--- src/rtl/b58enc_pkg.sv ---
// Shared types, constants and lookup functions for the base-58 block encoder.
// No dependencies; every other file refers to this package by scoped names.
package b58enc_pkg;

  localparam int BYTE_W      = 8;
  localparam int SYM_W       = 7;
  localparam int DIGIT_W     = 6;
  localparam int DIGITS      = 11;
  localparam int BLOCK_BYTES = 8;
  localparam int STEPS       = 4;   // doublings per cycle (one nibble)
  localparam int IDX_W       = $clog2(DIGITS);
  localparam int CNT_W       = $clog2(BLOCK_BYTES);

  // a digit at or above half the radix overflows when doubled
  localparam logic [DIGIT_W-1:0] HALF_RADIX = DIGIT_W'(58 / 2);

  typedef logic [DIGIT_W-1:0] digit_t;

  typedef struct packed {
    logic shift;
    logic clear;
  } cell_ctl_t;

  // base-58 digit to ASCII character
  function automatic logic [SYM_W-1:0] b58_char(input digit_t d);
    logic [SYM_W-1:0] dx;
    logic [SYM_W-1:0] ch;
    dx = {1'b0, d};
    priority if (dx < 7'd9) begin
      ch = 7'h31 + dx;
    end else if (dx < 7'd17) begin
      ch = 7'h41 + (dx - 7'd9);
    end else if (dx < 7'd22) begin
      ch = 7'h4A + (dx - 7'd17);
    end else if (dx < 7'd33) begin
      ch = 7'h50 + (dx - 7'd22);
    end else if (dx < 7'd44) begin
      ch = 7'h61 + (dx - 7'd33);
    end else begin
      ch = 7'h6D + (dx - 7'd44);
    end
    return ch;
  endfunction

  // characters emitted for a block of n bytes, minus one
  function automatic logic [IDX_W-1:0] chars_m1(input logic [CNT_W:0] n);
    logic [IDX_W-1:0] r;
    unique case (n)
      4'd1:    r = 4'd1;
      4'd2:    r = 4'd2;
      4'd3:    r = 4'd4;
      4'd4:    r = 4'd5;
      4'd5:    r = 4'd6;
      4'd6:    r = 4'd8;
      4'd7:    r = 4'd9;
      4'd8:    r = 4'd10;
      default: r = 4'd0;
    endcase
    return r;
  endfunction

endpackage

--- src/rtl/b58enc_if.sv ---
// Valid/ready channel interfaces for the byte input and the character output.
// Depends on b58enc_pkg for field widths.
interface b58enc_in_if;
  logic                           valid;
  logic                           ready;
  logic [b58enc_pkg::BYTE_W-1:0]  data_byte;
  logic                           message_end;

  modport source (output valid, data_byte, message_end, input ready);
  modport sink   (input valid, data_byte, message_end, output ready);
endinterface

interface b58enc_out_if;
  logic                           valid;
  logic                           ready;
  logic [b58enc_pkg::SYM_W-1:0]   symbol;
  logic                           run_last;
  logic                           message_done;

  modport source (output valid, symbol, run_last, message_done, input ready);
  modport sink   (input valid, symbol, run_last, message_done, output ready);
endinterface

--- src/rtl/base58_block_encoder_core.sv ---
// Block base-58 encoder top level: byte input channel, character output.
// Depends on b58enc_pkg, b58enc_if, b58enc_cell and b58enc_out.
//
// in_ch carries one message byte per beat, message_end marks the last byte.
// out_ch carries one base-58 character per beat, most significant first;
// run_last flags the last character of a block, message_done the last one
// of the message. Eight bytes give 11 characters; a short final block of
// n bytes gives 2, 3, 5, 6, 7, 9 or 10 characters, left-padded with '1'.
// The block value is held as 11 base-58 digits in a row of cells; each
// byte is shifted in a nibble per cycle, high nibble first, and the
// cell chain sets the byte rate. in_ch.ready is high only while the chain is
// idle. After the byte that closes a block, ST_LOW shifts its low nibble,
// then ST_EMIT loads the first character into the output register, then one
// character per cycle follows while out_ch.ready stays high.
// A stall on out_ch holds the current character and pauses emission; the
// byte after a block is accepted while the last character still waits.
// Synchronous reset clears the digits, the byte count and the output valid.
module base58_block_encoder_core (
  input  logic           clk,
  input  logic           rst_n,
  b58enc_in_if.sink      in_ch,
  b58enc_out_if.source   out_ch
);

  localparam int DIGITS = b58enc_pkg::DIGITS;
  localparam int STEPS  = b58enc_pkg::STEPS;
  localparam int IDX_W  = b58enc_pkg::IDX_W;
  localparam int CNT_W  = b58enc_pkg::CNT_W;

  localparam logic [1:0] ST_IDLE = 2'd0;
  localparam logic [1:0] ST_LOW  = 2'd1;
  localparam logic [1:0] ST_EMIT = 2'd2;

  logic [1:0]        state_r, state_nxt;
  logic [CNT_W-1:0]  cnt_r, cnt_nxt;
  logic [IDX_W-1:0]  idx_r, idx_nxt;
  logic [STEPS-1:0]  low_r;
  logic              end_r;

  logic                                  accept;
  logic [STEPS-1:0]                      nib;
  logic [CNT_W:0]                        n_bytes;
  b58enc_pkg::cell_ctl_t                 ctl;
  logic [DIGITS:0][STEPS-1:0]            carry;
  logic [DIGITS-1:0][b58enc_pkg::DIGIT_W-1:0] digit_w;
  logic                                  load;
  logic                                  can_load;

  assign in_ch.ready = (state_r == ST_IDLE);
  assign accept      = in_ch.valid && in_ch.ready;
  assign n_bytes     = {1'b0, cnt_r} + 4'd1;
  assign load        = (state_r == ST_EMIT) && can_load;

  // high nibble on the accepting cycle, low nibble next; MSB first
  assign nib = (state_r == ST_IDLE) ? in_ch.data_byte[7:4] : low_r;

  for (genvar s = 0; s < STEPS; s++) begin : g_nib
    assign carry[0][s] = nib[STEPS-1-s];
  end

  always_comb begin
    ctl.shift = accept || (state_r == ST_LOW);
    ctl.clear = load && (idx_r == '0);
  end

  for (genvar i = 0; i < DIGITS; i++) begin : g_cell
    b58enc_cell u_cell (
      .clk   (clk),
      .rst_n (rst_n),
      .ctl   (ctl),
      .cin   (carry[i]),
      .cout  (carry[i+1]),
      .digit (digit_w[i])
    );
  end

  always_comb begin
    state_nxt = state_r;
    cnt_nxt   = cnt_r;
    idx_nxt   = idx_r;
    unique case (state_r)
      ST_IDLE: begin
        if (accept) begin
          state_nxt = ST_LOW;
        end
      end
      ST_LOW: begin
        if (n_bytes == 4'(b58enc_pkg::BLOCK_BYTES) || end_r) begin
          state_nxt = ST_EMIT;
          idx_nxt   = b58enc_pkg::chars_m1(n_bytes);
        end else begin
          state_nxt = ST_IDLE;
          cnt_nxt   = n_bytes[CNT_W-1:0];
        end
      end
      ST_EMIT: begin
        if (load) begin
          if (idx_r == '0) begin
            state_nxt = ST_IDLE;
            cnt_nxt   = '0;
          end else begin
            idx_nxt = idx_r - 4'd1;
          end
        end
      end
      default: begin
        state_nxt = ST_IDLE;
      end
    endcase
  end

  always_ff @(posedge clk) begin
    if (!rst_n) begin
      state_r <= ST_IDLE;
      cnt_r   <= '0;
      idx_r   <= '0;
    end else begin
      state_r <= state_nxt;
      cnt_r   <= cnt_nxt;
      idx_r   <= idx_nxt;
    end
  end

  // hold the low nibble and end mark of the byte being absorbed
  always_ff @(posedge clk) begin
    if (accept) begin
      low_r <= in_ch.data_byte[3:0];
      end_r <= in_ch.message_end;
    end
  end

  b58enc_out u_out (
    .clk      (clk),
    .rst_n    (rst_n),
    .out_ch   (out_ch),
    .load     (load),
    .digit    (digit_w[idx_r]),
    .last     (idx_r == '0),
    .done     ((idx_r == '0) && end_r),
    .can_load (can_load)
  );

`ifndef ASSERT_OFF
  a_no_top_carry: assert property (@(posedge clk) disable iff (!rst_n)
    ctl.shift |-> (carry[DIGITS] == '0))
    else $error("base-58 digit row overflowed");

  a_clear_after_block: assert property (@(posedge clk) disable iff (!rst_n)
    ctl.clear |=> (digit_w == '0))
    else $error("digits not cleared after block");

  a_idx_range: assert property (@(posedge clk) disable iff (!rst_n)
    (state_r == ST_EMIT) |-> (idx_r < 4'(DIGITS)))
    else $error("character index out of range");

  a_low_once: assert property (@(posedge clk) disable iff (!rst_n)
    (state_r == ST_LOW) |=> (state_r != ST_LOW))
    else $error("low nibble shifted twice");

  a_done_is_last: assert property (@(posedge clk) disable iff (!rst_n)
    (out_ch.valid && out_ch.message_done) |-> out_ch.run_last)
    else $error("message_done without run_last");
`endif

endmodule

--- src/rtl/b58enc_cell.sv ---
// One base-58 digit cell: doubles its digit STEPS times per shift cycle,
// taking carries from its lower neighbor. Depends on b58enc_pkg.
module b58enc_cell (
  input  logic                            clk,
  input  logic                            rst_n,
  input  b58enc_pkg::cell_ctl_t           ctl,
  input  logic [b58enc_pkg::STEPS-1:0]    cin,
  output logic [b58enc_pkg::STEPS-1:0]    cout,
  output b58enc_pkg::digit_t              digit
);

  b58enc_pkg::digit_t                                 digit_r;
  logic [b58enc_pkg::STEPS:0][b58enc_pkg::DIGIT_W-1:0] stage;

  // carry out of the first doubling depends only on this digit; later ones also take the lower neighbor's carry in
  always_comb begin
    stage[0] = digit_r;
    for (int s = 0; s < b58enc_pkg::STEPS; s++) begin
      cout[s]    = (stage[s] >= b58enc_pkg::HALF_RADIX);
      stage[s+1] = {5'(stage[s] - (cout[s] ? b58enc_pkg::HALF_RADIX : 6'd0)), cin[s]};
    end
  end

  always_ff @(posedge clk) begin
    if (!rst_n || ctl.clear) begin
      digit_r <= '0;
    end else if (ctl.shift) begin
      digit_r <= stage[b58enc_pkg::STEPS];
    end
  end

  assign digit = digit_r;

endmodule

--- src/rtl/b58enc_out.sv ---
// Output register for the character channel: maps a digit to its character
// and holds the beat until taken. Depends on b58enc_pkg and b58enc_out_if.
module b58enc_out (
  input  logic                 clk,
  input  logic                 rst_n,
  b58enc_out_if.source         out_ch,
  input  logic                 load,
  input  b58enc_pkg::digit_t   digit,
  input  logic                 last,
  input  logic                 done,
  output logic                 can_load
);

  logic                          valid_r;
  logic [b58enc_pkg::SYM_W-1:0]  symbol_r;
  logic                          last_r;
  logic                          done_r;

  assign can_load = !valid_r || out_ch.ready;

  always_ff @(posedge clk) begin
    if (!rst_n) begin
      valid_r <= 1'b0;
    end else if (can_load) begin
      valid_r <= load;
    end
  end

  always_ff @(posedge clk) begin
    if (can_load && load) begin
      symbol_r <= b58enc_pkg::b58_char(digit);
      last_r   <= last;
      done_r   <= done;
    end
  end

  assign out_ch.valid        = valid_r;
  assign out_ch.symbol       = symbol_r;
  assign out_ch.run_last     = last_r;
  assign out_ch.message_done = done_r;

endmodule
--- src/flat_wrapper.sv ---
// flat-port wrapper written by rule: the top's interface ports become plain ports
module base58_block_encoder_core_flat 
  (clk, rst_n, in_ch_valid, in_ch_data_byte, in_ch_message_end, in_ch_ready, out_ch_valid, out_ch_symbol, out_ch_run_last, out_ch_message_done, out_ch_ready);
  b58enc_in_if in_ch_i ();
  b58enc_out_if out_ch_i ();
  input  logic clk;
  input  logic rst_n;
  input wire logic [$bits(in_ch_i.valid)-1:0] in_ch_valid;
  input wire logic [$bits(in_ch_i.data_byte)-1:0] in_ch_data_byte;
  input wire logic [$bits(in_ch_i.message_end)-1:0] in_ch_message_end;
  output wire logic [$bits(in_ch_i.ready)-1:0] in_ch_ready;
  output wire logic [$bits(out_ch_i.valid)-1:0] out_ch_valid;
  output wire logic [$bits(out_ch_i.symbol)-1:0] out_ch_symbol;
  output wire logic [$bits(out_ch_i.run_last)-1:0] out_ch_run_last;
  output wire logic [$bits(out_ch_i.message_done)-1:0] out_ch_message_done;
  input wire logic [$bits(out_ch_i.ready)-1:0] out_ch_ready;
  assign in_ch_i.valid = in_ch_valid;
  assign in_ch_i.data_byte = in_ch_data_byte;
  assign in_ch_i.message_end = in_ch_message_end;
  assign in_ch_ready = in_ch_i.ready;
  assign out_ch_valid = out_ch_i.valid;
  assign out_ch_symbol = out_ch_i.symbol;
  assign out_ch_run_last = out_ch_i.run_last;
  assign out_ch_message_done = out_ch_i.message_done;
  assign out_ch_i.ready = out_ch_ready;
  base58_block_encoder_core u_core (.clk(clk), .rst_n(rst_n), .in_ch(in_ch_i), .out_ch(out_ch_i));
endmodule
--- config.mk ---
export PLATFORM = sky130hd
export DESIGN_NAME = base58_block_encoder_core_flat
export DESIGN_NICKNAME = d
export VERILOG_FILES = /design/src/rtl/b58enc_pkg.sv /design/src/rtl/b58enc_if.sv /design/src/rtl/base58_block_encoder_core.sv /design/src/rtl/b58enc_cell.sv /design/src/rtl/b58enc_out.sv /design/src/flat_wrapper.sv
export SDC_FILE = /design/constraint.sdc
export NUM_CORES = 1
export LEC_CHECK = 0
export ABC_CLOCK_PERIOD_IN_PS = 6200
export BUFFER_PORTS_ARGS = -buffer_cell sky130_fd_sc_hd__buf_2
export CAP_MARGIN = 15
export CORE_MARGIN = 2
export CORE_UTILIZATION = 30
export DETAILED_ROUTE_END_ITERATION = 8
export PLACE_DENSITY = 0.46
export SLEW_MARGIN = 20
export SYNTH_ARGS = -nofsm -noshare
export SYNTH_HDL_FRONTEND = slang
export SYNTH_SLANG_ARGS = --single-unit
--- constraint.sdc ---
create_clock -name clk -period 6.2 [get_ports clk]
set_input_delay 0.93 -clock clk [delete_from_list [all_inputs] [get_ports clk]]
set_output_delay 0.93 -clock clk [all_outputs]
set_load 0.01 [all_outputs]
* Word-level counts from Yosys, hierarchy flattened *
Memories as Yosys holds them, arrays and structs flattened.
Index checks and enable logic that the tools add are counted.

storage, ports and cells
  output and inout bits = 11
  register bits = 90
  memories kept = 1
  memory bits (read-only) = 64

cells by class
  eq/ne operators = 9
  reduce and logical (&&, ||, !) cells = 17
  mux-type cells = 65
  add/subtract/negate cells = 57
  $lt $le $gt $ge = 50

memories
  memory            depth  width  rd ports  clocked after Yosys merged registers in  write ports  line              text
  (name not given)  16     4      1         0                                        0            b58enc_pkg.sv:48  unique case (n)

operators with widths
  cell                 count
  $ge 6x5->1 const B   44
  $mux 5               44
  $sub 5x5->5          44
  $add 7x7->7 const A  5
  $mux 7               5
  $bmux 6 s4           1
  $mux 4               4
  $sub 6x5->7 const B  2
  $sub 6x6->7 const B  2
  $lt 6x5->1 const B   2
  $lt 6x6->1 const B   2
  $ne 2x2->1 const B   5
  $mux 3               3
  $mux 2               4
  $pmux 4 s2           1
  $reduce_and 4->1     2
  $add 6x6->7 const A  1
  $sub 6x4->7 const B  1
  $lt 6x4->1 const B   1
  $mux 6               1
  $pmux 2 s3           1
  $pmux 3 s2           1
  $logic_and 1x1->1    5
  $lt 4x5->1 const B   1
  12 further kinds     16

* Logic depth before layout (Yosys ltp) *
Gate-level depths: netlist of run 1.

  depth after elaboration = 12
  depth in mapped cells = 38
  gate-level depth less buffers = 38

* Modules after synthesis *
A second synthesis of run 1 with hierarchy kept.

unflattened totals
  cells, all modules = 1646
  area, all modules = 13719.4 um^2

by module, submodules not included
  module                                     cells an instance  sequential area each (um^2)  area each (um^2)  times used
  b58enc_cell (u_core.g_cell[0].u_cell ...)  127                120.1                        1034.7            6
  b58enc_cell (u_core.g_cell[5].u_cell ...)  127                120.1                        1026.0            5
  base58_block_encoder_core                  145                330.3                        1435.1            1
  b58enc_out                                 104                290.3                        945.9             1

* Least setup slack after synthesis of run 1 *
OpenSTA, ideal clock, no wires.

  path type = reg2reg
  from = register u_core.g_cell[3].u_cell.digit_r[0]
  to = register u_core.g_cell[3].u_cell.digit_r[5]
  path buffers = 0
  setup slack = 66 ps
  cell stages (with the launch flop) = 34
  setup time = 132 ps
  required time = 6068 ps
  arrival time = 6001 ps
  cell sequence = dfxtp_1 o211a_1 a21oi_1 ha_1 nor2b_1 o21a_1 or3_1 a22oi_1 inv_1 ha_1 ha_1 nor2b_1 o21ai_0 nand2b_1 o21ai_0 nor2b_1 and2b_1 ha_1 nor2b_1 o21ai_0 nand2b_1 or3_1 mux2_2 o2111ai_1 a21boi_0 inv_1 ha_1 ha_1 inv_1 a21o_1 a21oi_1 xor2_1 nand2_1 a21oi_1

RTL lines
  element                   line               text
  start: declaration        b58enc_cell.sv:12  b58enc_pkg::digit_t digit_r;
  start signal: assignment  b58enc_cell.sv:28  digit_r <= stage[b58enc_pkg::STEPS];

==> out/qor.yml, run 1 <==
clock_network:
  clk_pin_slew_ns: 0.07
  cts_made_buffers: 9
  clockRootBuffer: "clkbuf_16"
  h-tree-depth: 3
  cts_tree: "done"
  cts_max_path_buffers: 2
  postCtsHoldBufs: 0
  cts.sinks: 90
  clock_latency_ns: 0.35
routing:
  vias: 9067
  routed_wl_mm: 26.1
  ant_nets: 0
  wl_met2_mm: 12.1
  drtPass1Iterations: 4
  post_drt_wl_per_cell_microns: 13.9
  route.detailed.drc: 0
  met3_length_microns: 443
  met1_length_mm: 13.4
  dr.max_layer_used: "met4"
  vias_per_cell: 4.84
  drt_iter0_markers: 366
die:
  die_h_microns: 193
  die_w_microns: 193
  fp.coreArea_sq_um: 35400
  die_area_sq_um: 37300
  start_util: 0.303
  rows: 69
  io_pins: 24
timing:
  hold_violations: 0
  maxSlewHeadroom: 0.344
  drv_slew: 0
  setup_ws_ns: 0.302
  finalCritPeriodShare: 0.951
  period_needed_ns: 5.90
  setup_violations: 0
  rsz0062_at_grt: "true"
  fin_worst_skew_ns: 0.0113
  worst_pin_slew_ns: 0.984
  fmax_ghz: 0.170
synth:
  syn_area_sq_um: 10700
  synth_area_per_cell_sq_um: 8.20
  syn-instance-count: 1309
  ys_seq_elements: 90
  synth_area_leaders: "ha_1 (22%), dfxtp_1 (14%), xnor2_1 (8.2%)"
  synth_warnings: 0
  synth-main-ff-cell: "dfxtp_1"
  synth-edff-count: 14
  synth_top_area_frac: 0.220
  seq_area_frac_synth: 0.181
  ys_async_sr_fraction: 0
  synth_cell_types: 69
  yosys.area.top_type: "ha_1"
  syn_nets: 1511
critical_path:
  critical-path-max-stage-delay_ns: 0.38
  crit_type: "flip-flop to flip-flop"
  cp_max_fo: 4
  end_kind: "flip-flop"
  crit_arrival_ns: 6.11
  worstPathRequired_ns: 6.41
  slowest_stage: "or3_4"
  worstSetupStartpointType: "flip-flop"
  cpMostUsedCell: "ha_4"
placement:
  post-place-ws_ns: -0.353
  port_buffers: 23
  finalWeightedCongestion: 0.803
  dp_hpwl_mm: 20.1
global_route:
  grt_pass1_wl_mm: 43.2
  antenna_found_initial: 0
  grt_max_degree: 95
  grt_pass1_vias: 8656
  grt-ovfl-total: 0
  gr-usage-all-layers: 0.141
final_layout:
  fin_nets: 1609
  syn2layout_area_growth_pct: 18.5
  layout-drive-gt1-share: 0.183
  multi_input_area_sq_um: 8440
  utilization: 0.359
  fill_cells: 3691
  diodes: 0
  regArea_sq_um: 1970
flow_run:
  max-cap-violations: 0
hold_path:
  hold_path.class: "flip-flop to flip-flop"
outcome:
  status: "completed"
-- layout make-up --
cell class / instances / share of cell area
clock buffer: 10 / 0.0180
clock inverter: 6 / 0.00393
inverter: 159 / 0.0469
multi-input combinational: 1025 / 0.664
sequential: 90 / 0.155
tap: 461 / 0.0453
timing repair buffer: 122 / 0.0678
-- worst max-delay path: cells and delay by family, from the launching register on --
kind,cells,cell delay (ns)
simple gates,11,1.94
compound gates,11,1.64
fa+ha+maj,6,1.09
buf+inv,4,0.33
flops,1,0.32
mux,1,0.29
xor+xnor,1,0.13
-- flip-flops by register name (all words and copies together), names as in the netlist --
name and cells:
u_core.idx_r 4, u_core.g_cell.u_cell.digit 66, u_core.cnt_r 3, u_core.u_out.out_ch.symbol 7, u_core.u_out.out_ch.valid 1, u_core.end_r 1
u_core.state_r 2, u_core.u_out.out_ch.run_last 1, u_core.u_out.out_ch.message_done 1, u_core.low_r 4
-- cells in the mapped netlist (4+ instances only) --
cell type and number:
a21o_1 38, xnor3_1 5, a31oi_1 7, nand2b_1 22
nand2_1 108, clkbuf_1 27, o22ai_1 4, mux2i_1 24
o2bb2ai_1 5, a21oi_1 140, nor2_1 113, a41oi_2 10
inv_1 158, nor2b_1 9, ha_1 189, and3_1 6
o2111a_1 7, xnor2_1 101, o211a_1 4, edfxtp_1 14
nor3_1 12, buf_1 4, mux4_2 11, a221oi_1 4
o21ai_0 18, xor2_1 53, a211oi_1 49, and2_1 8
a21boi_0 7, nand3_1 8, nor2_2 5, dfxtp_1 76
-- worst paths after layout --
kind                                                  from                                            end  slack (ns)  depth (start not counted)
max          u_core.g_cell[3].u_cell.digit[1]$_SDFFE_PP0P_  u_core.g_cell[3].u_cell.digit[5]$_SDFFE_PP0P_        0.30                         34
max reg2reg  u_core.g_cell[3].u_cell.digit[1]$_SDFFE_PP0P_  u_core.g_cell[3].u_cell.digit[5]$_SDFFE_PP0P_        0.30                         34
min reg2reg  u_core.g_cell[6].u_cell.digit[4]$_SDFFE_PP0P_  u_core.g_cell[6].u_cell.digit[4]$_SDFFE_PP0P_        0.49                          2
min          u_core.g_cell[6].u_cell.digit[4]$_SDFFE_PP0P_  u_core.g_cell[6].u_cell.digit[4]$_SDFFE_PP0P_        0.49                          2
-- placed cells by master (no fill, tap or decap), types with 23 or more instances in the layout --
| cell | netlist | final |
|---|---|---|
| xor2_1 | 53 | 52 |
| nor2_1 | 113 | 111 |
| nand2_1 | 108 | 108 |
| buf_4 | 3 | 98 |
| mux2i_1 | 24 | 24 |
| buf_2 | 1 | 23 |
| dfxtp_1 | 76 | 57 |
| a211oi_1 | 49 | 45 |
| ha_1 | 189 | 171 |
| a21o_1 | 38 | 38 |
| a21oi_1 | 140 | 125 |
| inv_1 | 158 | 156 |
| xnor2_1 | 101 | 97 |
-- what timing repair did --
item / CTS / global route
gates resized for setup: 4 / 97
buffers inserted: 1 / 34
endpoints found under the setup margin: 5 / 21
pin swaps: 1 / 28
-- metal layers --
layer | vias up | global-route usage
met5 | - | 0
met4 | 0 | 0.0178
met3 | 4 | 0.0148
met2 | 65 | 0.238
met1 | 4220 | 0.198
li1 | 4778 | -
-- cells by family after synthesis --
| group | count (synthesis) | synth area share |
|---|---|---|
| AOI/OAI and AO/OA | 329 | 0.214 |
| xor gates and xnor gates | 159 | 0.136 |
| adders and majority gates | 189 | 0.220 |
| buffers and inverters | 194 | 0.0690 |
| DFF | 90 | 0.181 |
| muxes | 38 | 0.0500 |
| and+or+nand+nor | 310 | 0.129 |
-- stage by stage --
step	setup TNS, ns	area (sq um)	hold slack (ns)	instances
floorplan	0	10700	0.453	1309
global placement	-0.180	11800	0.484	1822
detailed placement	-0.817	11800	0.487	1822
CTS	-0.0271	12100	0.498	1839
global route	-0.233	12700	0.517	1873
finish	0	12700	0.493	1873
Power of run 1 is not shown: default switching activity piles up to over one toggle a cycle in this logic, so the estimate is an artifact.
==> run 2, diff against run 1 <==
--- a/config.mk
+++ b/config.mk
@@ -10,8 +10,11 @@
 export CAP_MARGIN = 15
 export CORE_MARGIN = 2
 export CORE_UTILIZATION = 30
+export CTS_CLUSTER_SIZE = 14
 export DETAILED_ROUTE_END_ITERATION = 8
 export PLACE_DENSITY = 0.46
+export REMOVE_ABC_BUFFERS = 1
+export SETUP_SLACK_MARGIN = 0.5
 export SLEW_MARGIN = 20
 export SYNTH_ARGS = -nofsm -noshare
 export SYNTH_HDL_FRONTEND = slang
==> out/qor.yml, run 2 (synthesized netlist as in run 1, its figures left out) <==
clock_network:
  clockRootBuffer: "clkbuf_16"
  postCtsHoldBufs: 0  # unchanged
  cts_made_buffers: 9  # unchanged
  h-tree-depth: 3  # unchanged
  cts_max_path_buffers: 2  # unchanged
  clock_latency_ns: 0.36  # about the same
  cts_tree: "done"
  cts.sinks: 90  # unchanged
  clk_pin_slew_ns: 0.07  # about the same
critical_path:
  cpMostUsedCell: "ha_4"
  worstSetupStartpointType: "flip-flop"
  worstPathRequired_ns: 6.49  # +0.08 ns
  crit_family: "compound AO/OA/AOI/OAI gates"
  cp_max_fo: 4  # unchanged
  crit_arrival_ns: 6.12  # about the same
  critical-path-max-stage-delay_ns: 0.39  # about the same
  cp_num_buf_inv: 2  # -2
  end_kind: "flip-flop"
  slowest_stage: "or3_1"
  rr_worst_depth: 31  # -8.8%
  crit_type: "flip-flop to flip-flop"
  worstSetupPathDepth: 31  # -8.8%
die:
  start_util: 0.303  # unchanged
  fp.coreArea_sq_um: 35400  # unchanged
  rows: 69  # unchanged
  die_h_microns: 193  # unchanged
  die_area_sq_um: 37300  # unchanged
  die_w_microns: 193  # unchanged
  io_pins: 24  # unchanged
timing:
  maxSlewHeadroom: 0.348  # +0.00372
  finalCritPeriodShare: 0.940  # -0.0110
  worst_pin_slew_ns: 0.979  # -0.00558 ns
  fmax_ghz: 0.172  # +1.2%
  setup_violations: 0  # unchanged
  drv_slew: 0  # unchanged
  fin_worst_skew_ns: 0.0148  # +0.00350 ns
  hold_violations: 0  # unchanged
  whs_ns: 0.490  # -0.00234 ns
  rsz0062_at_grt: "true"
  tns_ns: 0  # unchanged
  period_needed_ns: 5.83  # -0.0683 ns
routing:
  vias_per_cell: 4.89  # +1.1%
  route.detailed.drc: 0  # unchanged
  vias: 9542  # +5.2%
  drtPass1Iterations: 5  # +1
  met3_length_microns: 388  # -12%
  drt_iter0_markers: 383  # +4.6%
  routed_wl_mm: 28.4  # +9.1%
  wl_met2_mm: 14.1  # +17%
  post_drt_wl_per_cell_microns: 14.6  # +4.7%
  ant_nets: 0  # unchanged
  met1_length_mm: 13.5  # +0.96%
  dr.max_layer_used: "met4"
final_layout:
  diodes: 0  # unchanged
  largest_reg_flops: 66  # unchanged
  layout-drive-gt1-share: 0.369  # +0.185
  fill_cells: 3515  # -4.8%
  fin_nets: 1686  # +4.8%
  final_cell_mix: "buf_4 (168), inv_1 (132), nor2_1 (107)"
  stdcell_count: 1950  # +4.1%
  final_common_cell: "buf_4"
  syn2layout_area_growth_pct: 38.5
  utilization: 0.420  # +0.0607
flow_run:
  max-cap-violations: 0  # unchanged
global_route:
  grt_pass1_vias: 9275  # +7.2%
  grt_max_degree: 95  # unchanged
  antenna_found_initial: 0  # unchanged
  grt-ovfl-total: 0  # unchanged
  gr-usage-all-layers: 0.147  # +0.00635
  grt_pass1_wl_mm: 44.9  # +4.1%
hold_path:
  hold_path.class: "flip-flop to flip-flop"
  worstHoldPathCells: 2  # unchanged
placement:
  finalWeightedCongestion: 0.784  # -2.4%
  placed_cells: 1837  # +0.82%
  dp_hpwl_mm: 20.3  # +1.1%
  port_buffers: 23  # unchanged
outcome:
  status: "completed"
-- run 2: worst paths after layout --
kind / from / endpoint / slack (ns)
max: u_core.g_cell[3].u_cell.digit[0]$_SDFFE_PP0P_ / u_core.g_cell[3].u_cell.digit[5]$_SDFFE_PP0P_ / 0.37
min: u_core.g_cell[7].u_cell.digit[4]$_SDFFE_PP0P_ / u_core.g_cell[7].u_cell.digit[4]$_SDFFE_PP0P_ / 0.49
min reg2reg: u_core.g_cell[7].u_cell.digit[4]$_SDFFE_PP0P_ / u_core.g_cell[7].u_cell.digit[4]$_SDFFE_PP0P_ / 0.49
max reg2reg: u_core.g_cell[3].u_cell.digit[0]$_SDFFE_PP0P_ / u_core.g_cell[3].u_cell.digit[5]$_SDFFE_PP0P_ / 0.37
-- run 2: per-layer routing --
metal / up-vias / global-route usage
met5: - / 0
met4: 0 / 0.0379
met3: 23 / 0.0114
met2: 79 / 0.262
met1: 4496 / 0.191
li1: 4944 / -
-- run 2: repair_timing --
action / 4_1_cts / 5_1_grt
pin swaps: 41 / 135
setup endpoints to repair: 22 / 38
hold endpoints to repair: 0 / 0
buffers inserted: 42 / 55
gates resized for setup: 100 / 289
-- run 2: final cells by class --
cell class / instances / area (sq um) / share of cell area
Timing Repair Buffer: 199 / 1470 / 0.0986
Clock inverter: 6 / 56.3 / 0.00379
Tap cell: 461 / 577 / 0.0388
Multi-Input combinational cell: 1025 / 9910 / 0.666
Sequential cell: 90 / 2020 / 0.136
Clock buffer: 10 / 239 / 0.0161
Inverter: 159 / 597 / 0.0401
-- run 2: stage by stage --
| stage | area, sq um | setup WS (ns) |
|---|---|---|
| after floorplan | 10600 | -0.0923 |
| after global placement | 11900 | -0.0898 |
| after detailed placement | 11900 | -0.147 |
| after CTS | 12900 | 0.430 |
| after global routing | 14900 | -0.0394 |
| final | 14900 | 0.370 |
-- run 2: tightest hold or removal path: cells and delay by family (launching register included) --
kind            cells  cell delay [ns]
simple gates        1             0.06
flops               1             0.35
compound gates      1             0.05
Power of run 2 is left out for the same reason.
==> run 3, diff against run 2 <==
--- a/config.mk
+++ b/config.mk
@@ -12,7 +12,8 @@
 export CORE_UTILIZATION = 30
 export CTS_CLUSTER_SIZE = 14
 export DETAILED_ROUTE_END_ITERATION = 8
-export PLACE_DENSITY = 0.46
+export MAX_ROUTING_LAYER = met4
+export PLACE_DENSITY = 0.51
 export REMOVE_ABC_BUFFERS = 1
 export SETUP_SLACK_MARGIN = 0.5
 export SLEW_MARGIN = 20
==> out/qor.yml, run 3 (synthesized netlist as in run 1, its figures left out) <==
critical_path:
  slowest_stage: "or3_4"
  rr_worst_depth: 33  # +6.5%
  cp_max_fo: 3  # -1
  crit_arrival_ns: 6.23  # +0.11 ns
  cp_num_buf_inv: 3  # +1
  worstPathRequired_ns: 6.48  # about the same
  end_kind: "flip-flop"
  cpMostUsedCell: "ha_4"
  crit_family: "compound AO/OA/AOI/OAI gates"
  rrSetupSlack_ns: 0.26  # -0.11 ns
  endpoint: "u_core.g_cell[3].u_cell.digit[5]$_SDFFE_PP0P_"
  reg2reg_to: "u_core.g_cell[3].u_cell.digit[5]$_SDFFE_PP0P_"
  critical-path-max-stage-delay_ns: 0.40  # about the same
  r2r_start: "u_core.g_cell[3].u_cell.digit[0]$_SDFFE_PP0P_"
  worstSetupPathDepth: 33  # +6.5%
  crit_start: "u_core.g_cell[3].u_cell.digit[0]$_SDFFE_PP0P_"
  worstSetupStartpointType: "flip-flop"
  crit_type: "flip-flop to flip-flop"
placement:
  port_buffers: 23  # unchanged
  placed_area_sq_um: 11900  # -0.13%
  placed_cells: 1835  # -0.11%
  dp_hpwl_mm: 20.1  # -0.99%
  finalWeightedCongestion: 0.792  # +1.0%
clock_network:
  cts_max_path_buffers: 2  # unchanged
  clock_latency_ns: 0.36  # about the same
  clk_pin_slew_ns: 0.07  # about the same
  cts_tree: "done"
  h-tree-depth: 3  # unchanged
  cts_made_buffers: 9  # unchanged
  postCtsHoldBufs: 0  # unchanged
  cts.sinks: 90  # unchanged
  clockRootBuffer: "clkbuf_16"
global_route:
  antenna_found_initial: 0  # unchanged
  grt_pass1_vias: 9293  # +0.19%
  grt-ovfl-total: 0  # unchanged
  grt_max_degree: 95  # unchanged
  gr-usage-all-layers: 0.148  # +0.00121
  grt_pass1_wl_mm: 44.4  # -1.1%
die:
  die_w_microns: 193  # unchanged
  io_pins: 24  # unchanged
  die_h_microns: 193  # unchanged
  fp.coreArea_sq_um: 35400  # unchanged
  rows: 69  # unchanged
  die_area_sq_um: 37300  # unchanged
  start_util: 0.303  # unchanged
timing:
  hold_violations: 0  # unchanged
  fin_worst_skew_ns: 0.0122  # -0.00260 ns
  drv_slew: 0  # unchanged
  worst_pin_slew_ns: 0.967  # -0.0117 ns
  tns_ns: 0  # unchanged
  period_needed_ns: 5.94  # +0.112 ns
  finalCritPeriodShare: 0.958  # +0.0181
  rsz0062_at_grt: "true"
  fmax_ghz: 0.168  # -1.9%
  setup_violations: 0  # unchanged
  whs_ns: 0.490  # -0.000749 ns
  maxSlewHeadroom: 0.355  # +0.00782
final_layout:
  syn2layout_area_growth_pct: 39.2
  fill_cells: 3459  # -1.6%
  final_cell_mix: "buf_4 (164), inv_1 (132), nand2_1 (108)"
  fin_nets: 1681  # -0.30%
  final_cell_area_sq_um: 14900  # +0.50%
  final_common_cell: "buf_4"
  diodes: 0  # unchanged
  largest_reg_flops: 66  # unchanged
  layout-drive-gt1-share: 0.371  # +0.00192
  stdcell_count: 1945  # -0.26%
routing:
  route.detailed.drc: 0  # unchanged
  vias_per_cell: 4.98  # +1.8%
  ant_nets: 0  # unchanged
  drtPass1Iterations: 5  # unchanged
  routed_wl_mm: 28.4  # -0.12%
  drt_iter0_markers: 258  # -33%
  vias: 9688  # +1.5%
  post_drt_wl_per_cell_microns: 14.6  # +0.14%
flow_run:
  max-cap-violations: 0  # unchanged
outcome:
  status: "completed"
hold_path:
  hold_path.class: "flip-flop to flip-flop"
## run 3: changes by cell type in the layout (fill, tap and decap cells not counted), sizes merged
cell | before | now
buf | 199 | 194
bufinv | 0 | 1
clkbuf | 10 | 9
clkinv | 1 | 2
clkinvlp | 1 | 0
## run 3: stage by stage
step                      utilization  setup slack, ns
after floorplan                     -          -0.0923
after global placement          0.336          -0.0764
after detailed placement        0.336           -0.176
after CTS                       0.363            0.385
after global routing            0.422           -0.111
final                           0.422            0.258
## run 3: per-layer routing
layer	up-vias	routed length (microns)	GRT usage
met1	4625	13200	0.187
met3	33	478	0.0103
met4	0	377	0.0306
met5	-	0	-
met2	91	14300	0.260
li1	4939	-	-
## run 3: tightest hold or removal path: stages, from the launching register on
cell and delay [ns]:
dfxtp_2 0.35, nand2_1 0.06, a21oi_1 0.05
## run 3: how the worst min path moves through the flow
stage	endpoint	slack, ns	depth (start not counted)	from
3_5_place_dp	u_core.g_cell[8].u_cell.digit[4]$_SDFFE_PP0P_	0.49	2	u_core.g_cell[8].u_cell.digit[4]$_SDFFE_PP0P_
4_1_cts	u_core.g_cell[5].u_cell.digit[4]$_SDFFE_PP0P_	0.50	2	u_core.g_cell[5].u_cell.digit[4]$_SDFFE_PP0P_
2_1_floorplan	u_core.g_cell[2].u_cell.digit[5]$_SDFFE_PP0P_	0.45	2	u_core.g_cell[2].u_cell.digit[5]$_SDFFE_PP0P_
3_3_place_gp	u_core.g_cell[8].u_cell.digit[4]$_SDFFE_PP0P_	0.48	2	u_core.g_cell[8].u_cell.digit[4]$_SDFFE_PP0P_
6_report	u_core.g_cell[1].u_cell.digit[4]$_SDFFE_PP0P_	0.49	2	u_core.g_cell[1].u_cell.digit[4]$_SDFFE_PP0P_
5_1_grt	u_core.g_cell[5].u_cell.digit[4]$_SDFFE_PP0P_	0.51	2	u_core.g_cell[5].u_cell.digit[4]$_SDFFE_PP0P_
## run 3: layout make-up
class	count	area, sq um	share of cell area
Clock inverter	7	92.6	0.00620
Multi-Input combinational cell	1025	10000	0.669
Clock buffer	9	225	0.0151
Timing Repair Buffer	194	1430	0.0954
Inverter	159	599	0.0401
Tap cell	461	577	0.0386
Sequential cell	90	2030	0.136
## run 3: repair_timing
action                                  in CTS  in global routing
buffers inserted                            49                 45
cloned                                       0                  0
pin swaps                                   42                130
endpoints found under the setup margin      21                 40
resized for setup                           88                317
Power of run 3 is left out for the same reason.
